`src/rtl/core/rfrf_pkg.sv`:
```
// ----------------------------------------------------------------------------
// Radio frame receive filter package
// Shared codes, header constants and the result record.
// ----------------------------------------------------------------------------
package rfrf_pkg;

  // header layout
  localparam int unsigned HDR_LEN = 6;
  localparam logic [7:0]  MAGIC_A = 8'h53;  // 'S'
  localparam logic [7:0]  MAGIC_B = 8'h52;  // 'R'
  localparam logic [10:0] PLEN_SAT = 11'h7FF;

  // verdict codes
  localparam logic [3:0] ST_DELIVER    = 4'd0;
  localparam logic [3:0] ST_SHORT      = 4'd1;
  localparam logic [3:0] ST_BAD_MAGIC  = 4'd2;
  localparam logic [3:0] ST_LEN_MISM   = 4'd3;
  localparam logic [3:0] ST_BAD_TYPE   = 4'd4;
  localparam logic [3:0] ST_OTHER_GRP  = 4'd5;
  localparam logic [3:0] ST_REPEAT     = 4'd6;
  localparam logic [3:0] ST_NO_HANDLER = 4'd7;
  localparam logic [3:0] ST_BAD_PLEN   = 4'd8;
  localparam logic [3:0] ST_OVERSIZE   = 4'd9;

  // data types
  localparam logic [1:0] TYPE_NUMBER = 2'd1;
  localparam logic [1:0] TYPE_KEYVAL = 2'd2;

  // config register indexes
  localparam logic [1:0] CFG_OWN_GROUP    = 2'd0;
  localparam logic [1:0] CFG_DROP_REPEATS = 2'd1;
  localparam logic [1:0] CFG_HANDLER_EN   = 2'd2;

  typedef struct packed {
    logic [3:0]        status;
    logic [7:0]        frame_group;
    logic [1:0]        data_type;
    logic [10:0]       body_len;
    logic [47:0]       sender;
    logic signed [7:0] signal;
  } result_t;

endpackage

```
`src/rtl/core/rfrf_check.sv`:
```
// ----------------------------------------------------------------------------
// Radio frame receive filter check stage
// Byte compare against the kept frame, header capture and frame verdict.
// ----------------------------------------------------------------------------
module rfrf_check #(
  parameter int unsigned MAX_FRAME = 2048,
  localparam int unsigned CW = $clog2(MAX_FRAME + 2)
) (
  input  logic                clk_i,
  input  logic                rst_ni,
  input  logic                fire_i,
  input  logic [7:0]          byte_i,
  input  logic                last_i,
  input  logic [CW-1:0]       pos_i,
  input  logic [47:0]         src_i,
  input  logic signed [7:0]   rssi_i,
  input  logic [7:0]          rd0_i,
  input  logic [7:0]          rd1_i,
  input  logic [7:0]          own_group_i,
  input  logic                drop_repeats_i,
  input  logic [3:0]          handler_en_i,
  output logic                wr_en_o,
  output logic                wr_half_o,
  output rfrf_pkg::result_t   result_o
);

  localparam logic [CW-1:0] MAX_C = CW'(MAX_FRAME);
  localparam logic [CW-1:0] HDR_C = CW'(rfrf_pkg::HDR_LEN);

  logic [7:0]    hdr_q [rfrf_pkg::HDR_LEN];
  logic [7:0]    hdr   [rfrf_pkg::HDR_LEN];
  logic          same_q;
  logic          stored_v_q;
  logic [CW-1:0] stored_len_q;
  logic [47:0]   stored_src_q;
  logic          half_q;

  logic          in_store;
  logic [7:0]    keep_byte;
  logic          same_eff;
  logic [CW-1:0] cnt;
  logic [15:0]   len16;
  logic [7:0]    typ;
  logic          do_store;
  rfrf_pkg::result_t res;

  assign in_store  = pos_i < MAX_C;
  assign keep_byte = half_q ? rd1_i : rd0_i;
  assign same_eff  = same_q &&
                     !(stored_v_q && pos_i < stored_len_q && in_store && keep_byte != byte_i);
  assign cnt       = (pos_i <= MAX_C) ? pos_i + CW'(1) : pos_i;

  // header with the current byte merged in
  always_comb begin
    for (int i = 0; i < rfrf_pkg::HDR_LEN; i++) begin
      hdr[i] = (pos_i == CW'(i)) ? byte_i : hdr_q[i];
    end
  end

  assign len16 = {hdr[5], hdr[4]};
  assign typ   = hdr[3];

  always_comb begin
    res             = '0;
    res.sender      = src_i;
    res.signal      = rssi_i;
    do_store        = 1'b0;
    if (cnt < HDR_C) begin
      res.status = rfrf_pkg::ST_SHORT;
    end else if (hdr[0] != rfrf_pkg::MAGIC_A || hdr[1] != rfrf_pkg::MAGIC_B) begin
      res.status = rfrf_pkg::ST_BAD_MAGIC;
    end else if (cnt > MAX_C) begin
      res.status = rfrf_pkg::ST_OVERSIZE;
    end else begin
      res.frame_group = hdr[2];
      res.data_type   = (typ <= 8'd3) ? typ[1:0] : 2'd0;
      res.body_len    = (len16 > 16'd2047) ? rfrf_pkg::PLEN_SAT : len16[10:0];
      if (17'(cnt) != {1'b0, len16} + 17'd6) begin
        res.status = rfrf_pkg::ST_LEN_MISM;
      end else if (typ > 8'd3) begin
        res.status = rfrf_pkg::ST_BAD_TYPE;
      end else if (hdr[2] != own_group_i) begin
        res.status = rfrf_pkg::ST_OTHER_GRP;
      end else if (drop_repeats_i && stored_v_q && stored_len_q == cnt &&
                   stored_src_q == src_i && same_eff) begin
        res.status = rfrf_pkg::ST_REPEAT;
      end else begin
        do_store = 1'b1;
        if (!handler_en_i[typ[1:0]]) begin
          res.status = rfrf_pkg::ST_NO_HANDLER;
        end else if (typ[1:0] == rfrf_pkg::TYPE_NUMBER && len16 != 16'd8) begin
          res.status = rfrf_pkg::ST_BAD_PLEN;
        end else if (typ[1:0] == rfrf_pkg::TYPE_KEYVAL && len16 < 16'd8) begin
          res.status = rfrf_pkg::ST_BAD_PLEN;
        end else begin
          res.status = rfrf_pkg::ST_DELIVER;
        end
      end
    end
  end

  always_ff @(posedge clk_i or negedge rst_ni) begin
    if (!rst_ni) begin
      for (int i = 0; i < rfrf_pkg::HDR_LEN; i++) begin
        hdr_q[i] <= '0;
      end
      same_q       <= 1'b1;
      stored_v_q   <= 1'b0;
      stored_len_q <= '0;
      stored_src_q <= '0;
      half_q       <= 1'b0;
    end else if (fire_i) begin
      if (last_i) begin
        for (int i = 0; i < rfrf_pkg::HDR_LEN; i++) begin
          hdr_q[i] <= '0;
        end
        same_q <= 1'b1;
        if (do_store) begin
          half_q       <= ~half_q;
          stored_v_q   <= 1'b1;
          stored_len_q <= cnt;
          stored_src_q <= src_i;
        end
      end else begin
        for (int i = 0; i < rfrf_pkg::HDR_LEN; i++) begin
          hdr_q[i] <= hdr[i];
        end
        same_q <= same_eff;
      end
    end
  end

  // byte goes to the fill half, the one not kept
  assign wr_en_o   = fire_i && in_store;
  assign wr_half_o = ~half_q;
  assign result_o  = res;

endmodule

```
`config.mk`:
```
export PLATFORM = sky130hd
export DESIGN_NAME = rfrf_check
export DESIGN_NICKNAME = d
export VERILOG_FILES = /design/src/rtl/core/rfrf_pkg.sv /design/src/rtl/core/rfrf_check.sv
export SDC_FILE = /design/constraint.sdc
export NUM_CORES = 1
export LEC_CHECK = 0
export BUFFER_PORTS_ARGS = -buffer_cell sky130_fd_sc_hd__buf_4
export CORE_AREA = 5 5 145 147
export DETAILED_ROUTE_END_ITERATION = 8
export DIE_AREA = 0 0 150 152
export PLACE_DENSITY = 0.7
export SYNTH_ARGS = -nofsm -noshare
export SYNTH_HDL_FRONTEND = slang
export SYNTH_SLANG_ARGS = --single-unit
```
`constraint.sdc`:
```
create_clock -name clk_i -period 11.05 [get_ports clk_i]
set_input_delay 3.315 -clock clk_i [delete_from_list [all_inputs] [get_ports clk_i]]
set_output_delay 3.315 -clock clk_i [all_outputs]
set_load 0.02 [all_outputs]
```
# Yosys cells after proc, flatten, opt, wreduce, memory -nomap -nowiden
# Index checks and enable logic that the tools add are counted.
totals:
  reg_bits: 111
  input_bits: 109
  out_inout_bits: 83
op_classes:
  add_sub_neg: 2
  n_lt_le_gt_ge: 10
  n_eq_ne: 15
  muxes: 34
  bitwise_logic: 1
  n_reduce_logical: 15
op_table:
  columns: ["cell", "count"]
  rows:
  - ["$mux 21", 3]
  - ["$mux 8", 7]
  - ["$eq 48x48->1", 1]
  - ["$mux 48", 1]
  - ["$mux 4", 10]
  - ["$eq 12x2->1 const B", 2]
  - ["$eq 12x3->1 const B", 2]
  - ["$add 16x3->17 const B", 1]
  - ["$ne 12x17->1", 1]
  - ["$gt 16x11->1 const B", 1]
  - ["$lt 16x4->1 const B", 1]
  - ["$ne 16x4->1 const B", 1]
  - ["$ne 8x7->1 const B", 2]
  - ["$ne 8x8->1", 2]
  - ["$add 12x1->12 const B", 1]
  - ["$eq 12x1->1 const B", 1]
  - ["$eq 12x12->1", 1]
  - ["$gt 12x12->1 const B", 1]
  - ["$le 12x12->1 const B", 1]
  - ["$logic_not 12->1", 1]
  - ["$lt 12x12->1", 1]
  - ["$lt 12x12->1 const B", 1]
  - ["$lt 12x3->1 const B", 1]
  - ["$mux 12", 1]
  - ["other kinds (14)", 32]

# Depth between registers and ports, before layout
# Gate-level depths: netlist of the first run.
depth:
  depth_word: 15
  mapped_depth: 19
  depth_no_buf: 14

# Worst setup path after synthesis of the first run
# OpenSTA, ideal clock, no wires.
synth_timing:
  path_kind: "input-to-output"
  start: "input port pos_i[6]"
  end: "output port result_o[79] (netlist bit)"
  arrival_time_ps: 7236
  slack_ps: 499
  stages: 15
  cell_sequence: "clkbuf_1 or4_1 buf_2 buf_6 o31ai_1 and2_1 ha_1 buf_1 nor3b_1 mux2_2 or3_1 a2111oi_0 o2111a_1 nand4_2 nor3_1"
synth_lines:
  columns: ["item", "line_no", "rtl"]
  rows:
  - ["start: declaration", "rfrf_check.sv:14", "input logic [CW-1:0] pos_i,"]
  - ["end: declaration", "rfrf_check.sv:24", "output rfrf_pkg::result_t result_o"]

==> results.md, run 1 <==
- The flow ran to the end, and the final reports show no timing, DRC or antenna violations.
- The placement-stage cell area is 0.00972 mm².
- Hold is met by 0.471 ns.
- After clock tree synthesis, the setup repair step added 0 buffers.
- In this run the mean area of a mapped cell was between 9 and 10 µm².
- In this run the power density over the cells is 91.5 mW/mm².
- At the placement stage, the worst setup path has a slack of roughly 0.35 ns.
- The die covers 0.0228 mm².
- Setup violations remaining at the end of the flow were counted as 0.
- The initial utilization of the core area, before any placement, comes to 43.8%.
- The final standard cell area without fillers is 0.0100 mm².
- The layout overhead on the synthesized area is 15.6%.
- The maximum VDD drop is 0.0836 mV.
- The total overflow reported by the global router is 0.
- The upper clock frequency limit is roughly 0.094 GHz.
- The worst setup path is launched from a primary input.
- In the finished design, the share of the clock period the worst path needs comes to 96.3%.
- Summed over all instances, the cell type with the most area after synthesis is sky130_fd_sc_hd__dfrtp_1.
- The share of the Yosys chip area taken by registers is 32.1%.
- During placement, the flow inserted port buffers numbering between 150 and 200.
- The number of clock buffers added by TritonCTS is 9.
- The kind of cell with the highest combined delay along the critical path is simple AND/OR/NAND/NOR gates.
- Headroom to the max-slew limit came out at 41.2%.
- The largest incremental delay on the critical path is 0.46 ns.
- After layout, the worst setup slack is roughly 0.4 ns.
- Counting flops and latches in the post-synthesis netlist gives 111.
- The buffers plus inverters on the worst setup path is 3.
- The tool flagged a number of max-cap violations equal to 0.
- The minimum period implied by the final worst setup slack is between 10 and 15 ns.
- The largest buffer count on any clock path is 2.
- The number of distinct standard cells referenced by the synthesized netlist is 75.
- In this run the cell area of the synthesized design comes to 0.00867 mm².
- In this run the worst path has a maximum fanout of 11.
- The clock insertion delay at the later pin of the skew report is 0.37 ns.
- The worst setup path is captured at a primary output.
- 0 antenna diodes ended up in the layout.
- The post-route netlist has 25.1% of its cells at a drive strength greater than 1.
- The cell at the root of the clock tree is sky130_fd_sc_hd__clkbuf_16.
- The data arrival time at the worst-slack endpoint is 7.33 ns.
- Entering global routing, the biggest net connects 63 pins.
- In the final routed layout, each cell accounts on average for slightly above 20 µm.
- Sorting the synthesized cells by area gives the leading types as sky130_fd_sc_hd__dfrtp_1, sky130_fd_sc_hd__xnor2_1, sky130_fd_sc_hd__buf_4.
- The wire length of the first global-routing pass is 40.6 mm.
- The floorplan die height is 152 µm.
- The routability congestion estimate is 0.972.
- Setup repair after global routing left no endpoint under its margin.
- The number of cells produced by synthesis is around 900.
- The final hold violation count is 0.
- The Yosys warning count is 0.
- The row count is between 50 and 60.
- The most frequent cell after synthesis is sky130_fd_sc_hd__dfrtp_1.
- STA puts the critical path data required time at 7.74 ns.
- The final number of max-transition violations is 0.
- The total routing resource utilization after global routing is 22.3%.
- In the routed design, unresolved DRC markers number 0.
- The post-cts hold buffer count is 0.
- The commonest cells after synthesis are sky130_fd_sc_hd__dfrtp_1, sky130_fd_sc_hd__xnor2_1, sky130_fd_sc_hd__buf_4.
- Measured along the x axis, the die boundary spans 150 µm.
- The clock drives 111 sinks.
- Between clock sinks in the finished design, the worst skew comes to 0.0127 ns.
- The count of antenna-violating nets left after detailed routing is 0.
- Counting every net in the synthesized netlist gives 1046.
- Detailed placement finished with a half-perimeter wire length of about 19 mm.
- Among all flip-flop cells after synthesis, the most frequent one is sky130_fd_sc_hd__dfrtp_1.
- TritonCTS built the clock tree.
- The count of fill cells added during filler insertion is 1937.
- The share of synthesized area in the top cell type comes to 31.8%.
- The kind of critical path is in -> out.
- The number of global-route vias before repair came to ~7400.
- The largest individual stage delay along the critical path comes from the cell sky130_fd_sc_hd__a2111oi_0.
- Walking the worst path, the cells encountered are buf_4 -> inv_1 -> ha_1 -> nand3b_1 -> o31ai_1 -> and2_1 -> ha_2 -> nor3b_1 -> mux2_2 -> or3_1 -> a2111oi_0 -> o2111a_1 -> nand4_1 -> nor4_1 -> o21a_1 -> buf_4.
- The total wire length is 25.7 mm.
- The total leakage power is 4.35 nW.
- The routed via count divided by cell count is about 6.
- The type of the tightest min-delay check is reg -> reg.
- The top-level port count is 192.
- The H-tree generated during clock tree synthesis spans 3 levels.
- The initial antenna violation count was 0.
- For the final routed database, the setup TNS stands at 0 ns.
- The first detailed-routing pass ran for 7 iterations.
- Clock-pin slew was measured on the worst setup and hold paths at ~0.07 ns.
- The most numerous cell on the critical path is sky130_fd_sc_hd__buf_4.
- The final core utilization is 50.6%.
- The floorplan step defined a core boundary enclosing 0.0198 mm².
- Of all flip-flops after synthesis, the portion carrying an async set or reset was between 90% and 100%.
- After the first detailed-routing iteration, the DRC count stood at 582.
- The slew at the pin closest to its max-slew limit is 0.882 ns.
- The number of flops mapped to enable cells by yosys is 0.
- The via count of the routed design is 7521.
- The total number of nets in the final design is 1125.
[flip-flops by register name, summed over array words and instances, names as in the netlist]
register and count:
same_q 1, hdr_q 48, half_q 1, stored_src_q 48, stored_len_q 12, stored_v_q 1
[cells in the final DEF (no fill, tap or decap), types with 4 or more instances in the layout]
cell / instances
sky130_fd_sc_hd__a211oi_1: 9
sky130_fd_sc_hd__a21oi_1: 38
sky130_fd_sc_hd__a22oi_1: 34
sky130_fd_sc_hd__a31oi_1: 7
sky130_fd_sc_hd__and2_1: 9
sky130_fd_sc_hd__and3_1: 5
sky130_fd_sc_hd__and4_1: 6
sky130_fd_sc_hd__buf_4: 191
sky130_fd_sc_hd__clkbuf_16: 9
sky130_fd_sc_hd__dfrtp_1: 110
sky130_fd_sc_hd__ha_1: 15
sky130_fd_sc_hd__inv_1: 29
sky130_fd_sc_hd__mux2_1: 28
sky130_fd_sc_hd__mux2_2: 29
sky130_fd_sc_hd__mux2i_1: 39
sky130_fd_sc_hd__nand2_1: 40
sky130_fd_sc_hd__nand2b_1: 12
sky130_fd_sc_hd__nand3_1: 16
sky130_fd_sc_hd__nand3b_1: 7
sky130_fd_sc_hd__nand4_1: 28
sky130_fd_sc_hd__nor2_1: 43
sky130_fd_sc_hd__nor2b_1: 6
sky130_fd_sc_hd__nor3_1: 16
sky130_fd_sc_hd__nor3b_1: 4
sky130_fd_sc_hd__nor4_1: 16
sky130_fd_sc_hd__o2111ai_1: 4
sky130_fd_sc_hd__o21ai_0: 6
sky130_fd_sc_hd__o22ai_1: 8
sky130_fd_sc_hd__o2bb2ai_1: 43
sky130_fd_sc_hd__o31a_1: 5
sky130_fd_sc_hd__o31ai_1: 9
sky130_fd_sc_hd__or3_1: 9
sky130_fd_sc_hd__or4_1: 4
sky130_fd_sc_hd__xnor2_1: 82
sky130_fd_sc_hd__xor2_1: 14
[layer usage]
metal	vias up	global-route usage [%]	wire length, µm	share of wire [%]
li1	3515	-	-	-
met1	3637	29.8	11000	43
met2	325	36.2	12100	47
met3	44	4.59	1940	7.5
met4	0	7.19	641	2.5
met5	-	0	0	0
[worst register-to-register path, stage by stage (launching register included)]
cell	delay, ns
sky130_fd_sc_hd__dfrtp_1	0.45
sky130_fd_sc_hd__o31ai_1	0.14
sky130_fd_sc_hd__and2_1	0.30
sky130_fd_sc_hd__ha_2	0.33
sky130_fd_sc_hd__nor3b_1	0.07
sky130_fd_sc_hd__mux2_2	0.28
sky130_fd_sc_hd__or3_1	0.37
sky130_fd_sc_hd__a2111oi_0	0.46
sky130_fd_sc_hd__o2111a_1	0.33
sky130_fd_sc_hd__nand4_2	0.18
sky130_fd_sc_hd__nor4_4	0.28
sky130_fd_sc_hd__buf_4	0.68
sky130_fd_sc_hd__mux2_2	0.49
[path summary, 6_finish.rpt]
path | from | end | slack (ns) | cells past startpoint
worst max-delay path | pos_i[0] | result_o[80] | 0.41 | 16
worst min register to register | same_q | same_q | 0.47 | 2
worst max register to register | hdr_q[9] | stored_len_q[3] | 6.58 | 12
worst min-delay path | same_q | same_q | 0.47 | 2
max in group asynchronous | rst_ni | stored_len_q[0] | 6.83 | 2
min in group asynchronous | rst_ni | half_q | 2.99 | 1
[repair_timing]
action | CTS | global route
setup endpoints to repair | 0 | 1
gates resized for setup | 0 | 1
endpoints found under the hold margin | 0 | 0
[where the power goes]
group          internal (mW)  total, mW  switching [mW]
registers              0.410      0.413         0.00311
clock network          0.159      0.327           0.167
logic                 0.0721      0.177           0.105
[metrics by stage]
step           total power [mW]  std cells
4_1_cts                   0.923       1275
3_5_place_dp              0.597       1259
2_1_floorplan             0.528        921
3_3_place_gp              0.596       1259
6_report                  0.917       1275
5_1_grt                   0.952       1275
[area by class of cell]
| class | instances | area (µm²) | area share, % |
|---|---|---|---|
| Clock buffer | 10 | 229 | 2.29 |
| Multi-Input combinational cell | 658 | 5060 | 50.5 |
| Tap cell | 270 | 338 | 3.37 |
| Timing Repair Buffer | 191 | 1430 | 14.3 |
| Clock inverter | 6 | 63.8 | 0.637 |
| Inverter | 29 | 109 | 1.09 |
| Sequential cell | 111 | 2780 | 27.8 |
[kinds of logic (layout without fill, tap and decap cells)]
group | Yosys count | in the layout | share of synthesized area [%]
buffers and inverters | 152 | 236 | 9.70
xor gates and xnor gates | 96 | 96 | 9.70
AOI/OAI and AO/OA | 209 | 209 | 18.3
DFF | 111 | 111 | 32.1
adders and majority gates | 17 | 17 | 2.43
muxes | 96 | 96 | 11.9
and+or+nand+nor | 240 | 240 | 15.9
(Power assumes the default switching activity.)
==> run 2, diff against run 1 <==
--- a/config.mk
+++ b/config.mk
@@ -6,10 +6,11 @@
 export NUM_CORES = 1
 export LEC_CHECK = 0
 export BUFFER_PORTS_ARGS = -buffer_cell sky130_fd_sc_hd__buf_4
-export CORE_AREA = 5 5 145 147
+export CORE_AREA = 5 5 132 134
 export DETAILED_ROUTE_END_ITERATION = 8
-export DIE_AREA = 0 0 150 152
-export PLACE_DENSITY = 0.7
+export DIE_AREA = 0 0 137 139
+export PLACE_DENSITY = 0.82
+export SKIP_LAST_GASP = 1
 export SYNTH_ARGS = -nofsm -noshare
 export SYNTH_HDL_FRONTEND = slang
 export SYNTH_SLANG_ARGS = --single-unit
==> run 2 against run 1 <==
Effect of this change:
- total power grew 2.6%
- worst setup slack lost 0.20 ns
- clock skew grew 0.0028 ns
==> results.md, run 2 (synthesized netlist as in run 1, its figures left out) <==
- The power density of the placed cells is 94.5 mW/mm².
- The congestion estimate from routability-driven global placement came to ~0.99.
- The number of cells on the worst reg-to-reg path is 12.
- The path with the worst hold slack has its endpoint at same_q.
- The HPWL after detailed placement is between 15 and 20 mm.
- The residual DRC count is 0.
- The flow ran to the end, and the final reports show no timing, DRC or antenna violations.
- The data arrival time at the worst-slack endpoint is approximately 7.5 ns.
- In this run the critical register-to-register path is launched from hdr_q[9].
- The final-report setup violation count is 0.
- The endpoint of the lowest-slack register-to-register path is stored_src_q[25].
- In the final layout, the share of cells above drive strength 1 is 24.8%.
- Clock tree synthesis found a total of about 110 sinks.
- The net count of the finished layout is ~1100.
- The layout overhead on the synthesized area is 14.7%.
- The total overflow reported by the global router is 0.
- The endpoint required time on the critical path is between 7 and 8 ns.
- The number of global-route vias before repair is 7599.
- For this run, the total global-route usage over all layers was measured as roughly a quarter.
- The first global-routing pass estimated ~40 mm of wire.
- VDD sags by at most roughly 0.084 mV.
- The ratio of final minimum period to clock period is between 90% and 100%.
- The final number of max-transition violations is 0.
- The completed layout was analyzed and its total power is 0.940 mW.
- Setup repair after global routing left no endpoint under its margin.
- Setup slack on the worst reg-to-reg path comes out at 6.60 ns.
- Based on the critical path, the design can be clocked at up to 0.0922 GHz.
- The count of antenna-violating nets left after detailed routing is 0.
- The number of H-tree branching levels is 3.
- The worst setup path is of the in -> out kind.
- After floorplanning, the core was divided into between 40 and 50 placement rows.
- The slew at the pin closest to its max-slew limit is around 0.9 ns.
- The routed layout has 7755 vias.
- The number of clock buffers added by TritonCTS is 9.
- The top-level port count is 192.
- In the layout the commonest cells are sky130_fd_sc_hd__buf_4, sky130_fd_sc_hd__dfrtp_1, sky130_fd_sc_hd__xnor2_1.
- The standard cell with the maximum stage delay on the critical path is sky130_fd_sc_hd__a2111oi_0.
- The die outline area is 0.0190 mm².
- The tightest min-delay check is of the reg -> reg type.
- The worst slack at placement is 0.219 ns.
- The placeable core area is about 0.016 mm².
- The critical path endpoint category is a primary output.
- 0 antenna diodes ended up in the layout.
- The count of routing violations after the opening detailed-route iteration is ~800.
- The placement-stage cell area is about 0.0096 mm².
- The number of max-cap violations is 0.
- Post-CTS repair changed the size of 0 cells.
- The pin count of the biggest net entering global routing is 75.
- Setup slack on the critical path of the routed design comes to 0.208 ns.
- The largest driver fanout on the critical path is 11.
- From left edge to right edge, the die measures ~140 µm.
- The final hold violation count is 0.
- In this design, the stage delay of the slowest critical-path cell is 0.41 ns.
- The total of buffers placed on input and output ports is 175.
- Summing all non-filler instances in the final layout gives an area of just under 0.01 mm².
- The start point of the worst hold path is same_q.
- In the final timing run, aggregate negative setup slack is 0 ns.
- Clock skew on the completed layout was measured at 0.0155 ns.
- For this run, the detailed router's first-pass iteration total came to 5.
- In the final layout, the registers with the most flip-flops are hdr_q x48, stored_src_q x48, stored_len_q x12.
- The worst hold path passes through 2 cells.
- The post-CTS setup buffer count is 0.
- Clock-pin slew was measured on the worst setup and hold paths at 0.09 ns.
- The CTS tree is yes.
- The total wire length is 25.4 mm.
- The floorplan die height is 139 µm.
- The minimum period implied by the final worst setup slack is 10.84 ns.
- The cell count after placement is approximately 1200.
- Dividing the detail-routed wire length by the instance count gives ~21 µm.
- The initial utilization of the core area, before any placement, comes to between 50% and 60%.
- The initial antenna violation count is 0.
- The cell at the root of the clock tree is sky130_fd_sc_hd__clkbuf_16.
- Dividing the detail-routed via count by the number of cells gives 6.36.
- The cell family contributing the most delay on the critical path is simple AND/OR/NAND/NOR gates.
- The most common library cell in the layout ignoring fill and taps is sky130_fd_sc_hd__buf_4.
- In this run the static leakage power is between 4 and 5 nW.
- The post-cts hold buffer count is 0.
- Headroom to the max-slew limit came out at roughly two fifths.
- The final cell count without fillers is 1220.
- The critical path goes through buf_4 -> inv_1 -> ha_1 -> nand3b_1 -> o31ai_2 -> and2_1 -> ha_1 -> nor2_1 -> mux2_2 -> or3_1 -> a2111oi_0 -> o2111a_1 -> nand4_1 -> nor4_1 -> o21a_1 -> buf_4.
- The clock insertion delay at the later pin of the skew report is 0.38 ns.
- The number of buffers and inverters on the critical path is 3.
- The largest buffer count on any clock path is 2.
- The startpoint kind of the worst setup timing path is a primary input.
## run 2: cell types whose count changed in the layout (fill, tap and decap cells not counted)
cell | previous run | this run
sky130_fd_sc_hd__ha_2 | 1 | 0
sky130_fd_sc_hd__clkinv_8 | 1 | 3
sky130_fd_sc_hd__clkbuf_1 | 1 | 0
sky130_fd_sc_hd__o31ai_2 | 0 | 1
sky130_fd_sc_hd__ha_1 | 15 | 16
sky130_fd_sc_hd__inv_12 | 0 | 1
sky130_fd_sc_hd__buf_4 | 191 | 186
sky130_fd_sc_hd__o31ai_1 | 9 | 8
sky130_fd_sc_hd__clkinv_4 | 2 | 0
## run 2: worst min-delay path, cell delays in order (launching register included)
cell and delay, ns:
sky130_fd_sc_hd__dfstp_2 0.39, sky130_fd_sc_hd__nand2_1 0.05, sky130_fd_sc_hd__nand2_1 0.05
## run 2: worst max path at each step
| stage | startpoint | end | slack (ns) | cells past startpoint |
|---|---|---|---|---|
| 6_report | pos_i[0] | result_o[80] | 0.21 | 16 |
| 5_1_grt | pos_i[0] | result_o[80] | 0.07 | 16 |
| 4_1_cts | pos_i[0] | result_o[80] | 0.22 | 16 |
| 3_5_place_dp | pos_i[0] | result_o[80] | 0.22 | 16 |
| 3_3_place_gp | pos_i[0] | result_o[80] | 0.37 | 16 |
| 2_1_floorplan | pos_i[6] | result_o[79] | 0.50 | 15 |
## run 2: cell type report
type                       instances  area (µm²)
sequential                       111        2780
clock inverter                     7        95.1
fill                            1351        6230
clock buffer                       9         225
timing repair buffer             186        1400
inverter                          29         109
tap                              220         275
multi-input combinational        658        5060
## run 2: where the power goes
part,total [mW],internal (mW),leakage [nW],switching (mW)
combinational,0.177,0.0717,2.69,0.105
sequential,0.413,0.410,1.50,0.00321
clock,0.350,0.165,0.151,0.185
total,0.940,0.647,4.34,0.293
## run 2: per-layer routing
metal  GRT usage, %  wire [µm]  vias up
met5              0          0        -
met2           42.3      11800      498
met1           35.2      10100     3657
met3           5.77       2600       82
met4           10.3        971        0
li1               -          -     3518
## run 2: through the flow
step | hold slack [ns] | util, %
after floorplan | 0.439 | -
after detailed placement | 0.462 | 59.5
after global placement | 0.466 | 59.5
after CTS | 0.484 | 61.5
final | 0.481 | 61.5
after global routing | 0.506 | 61.5
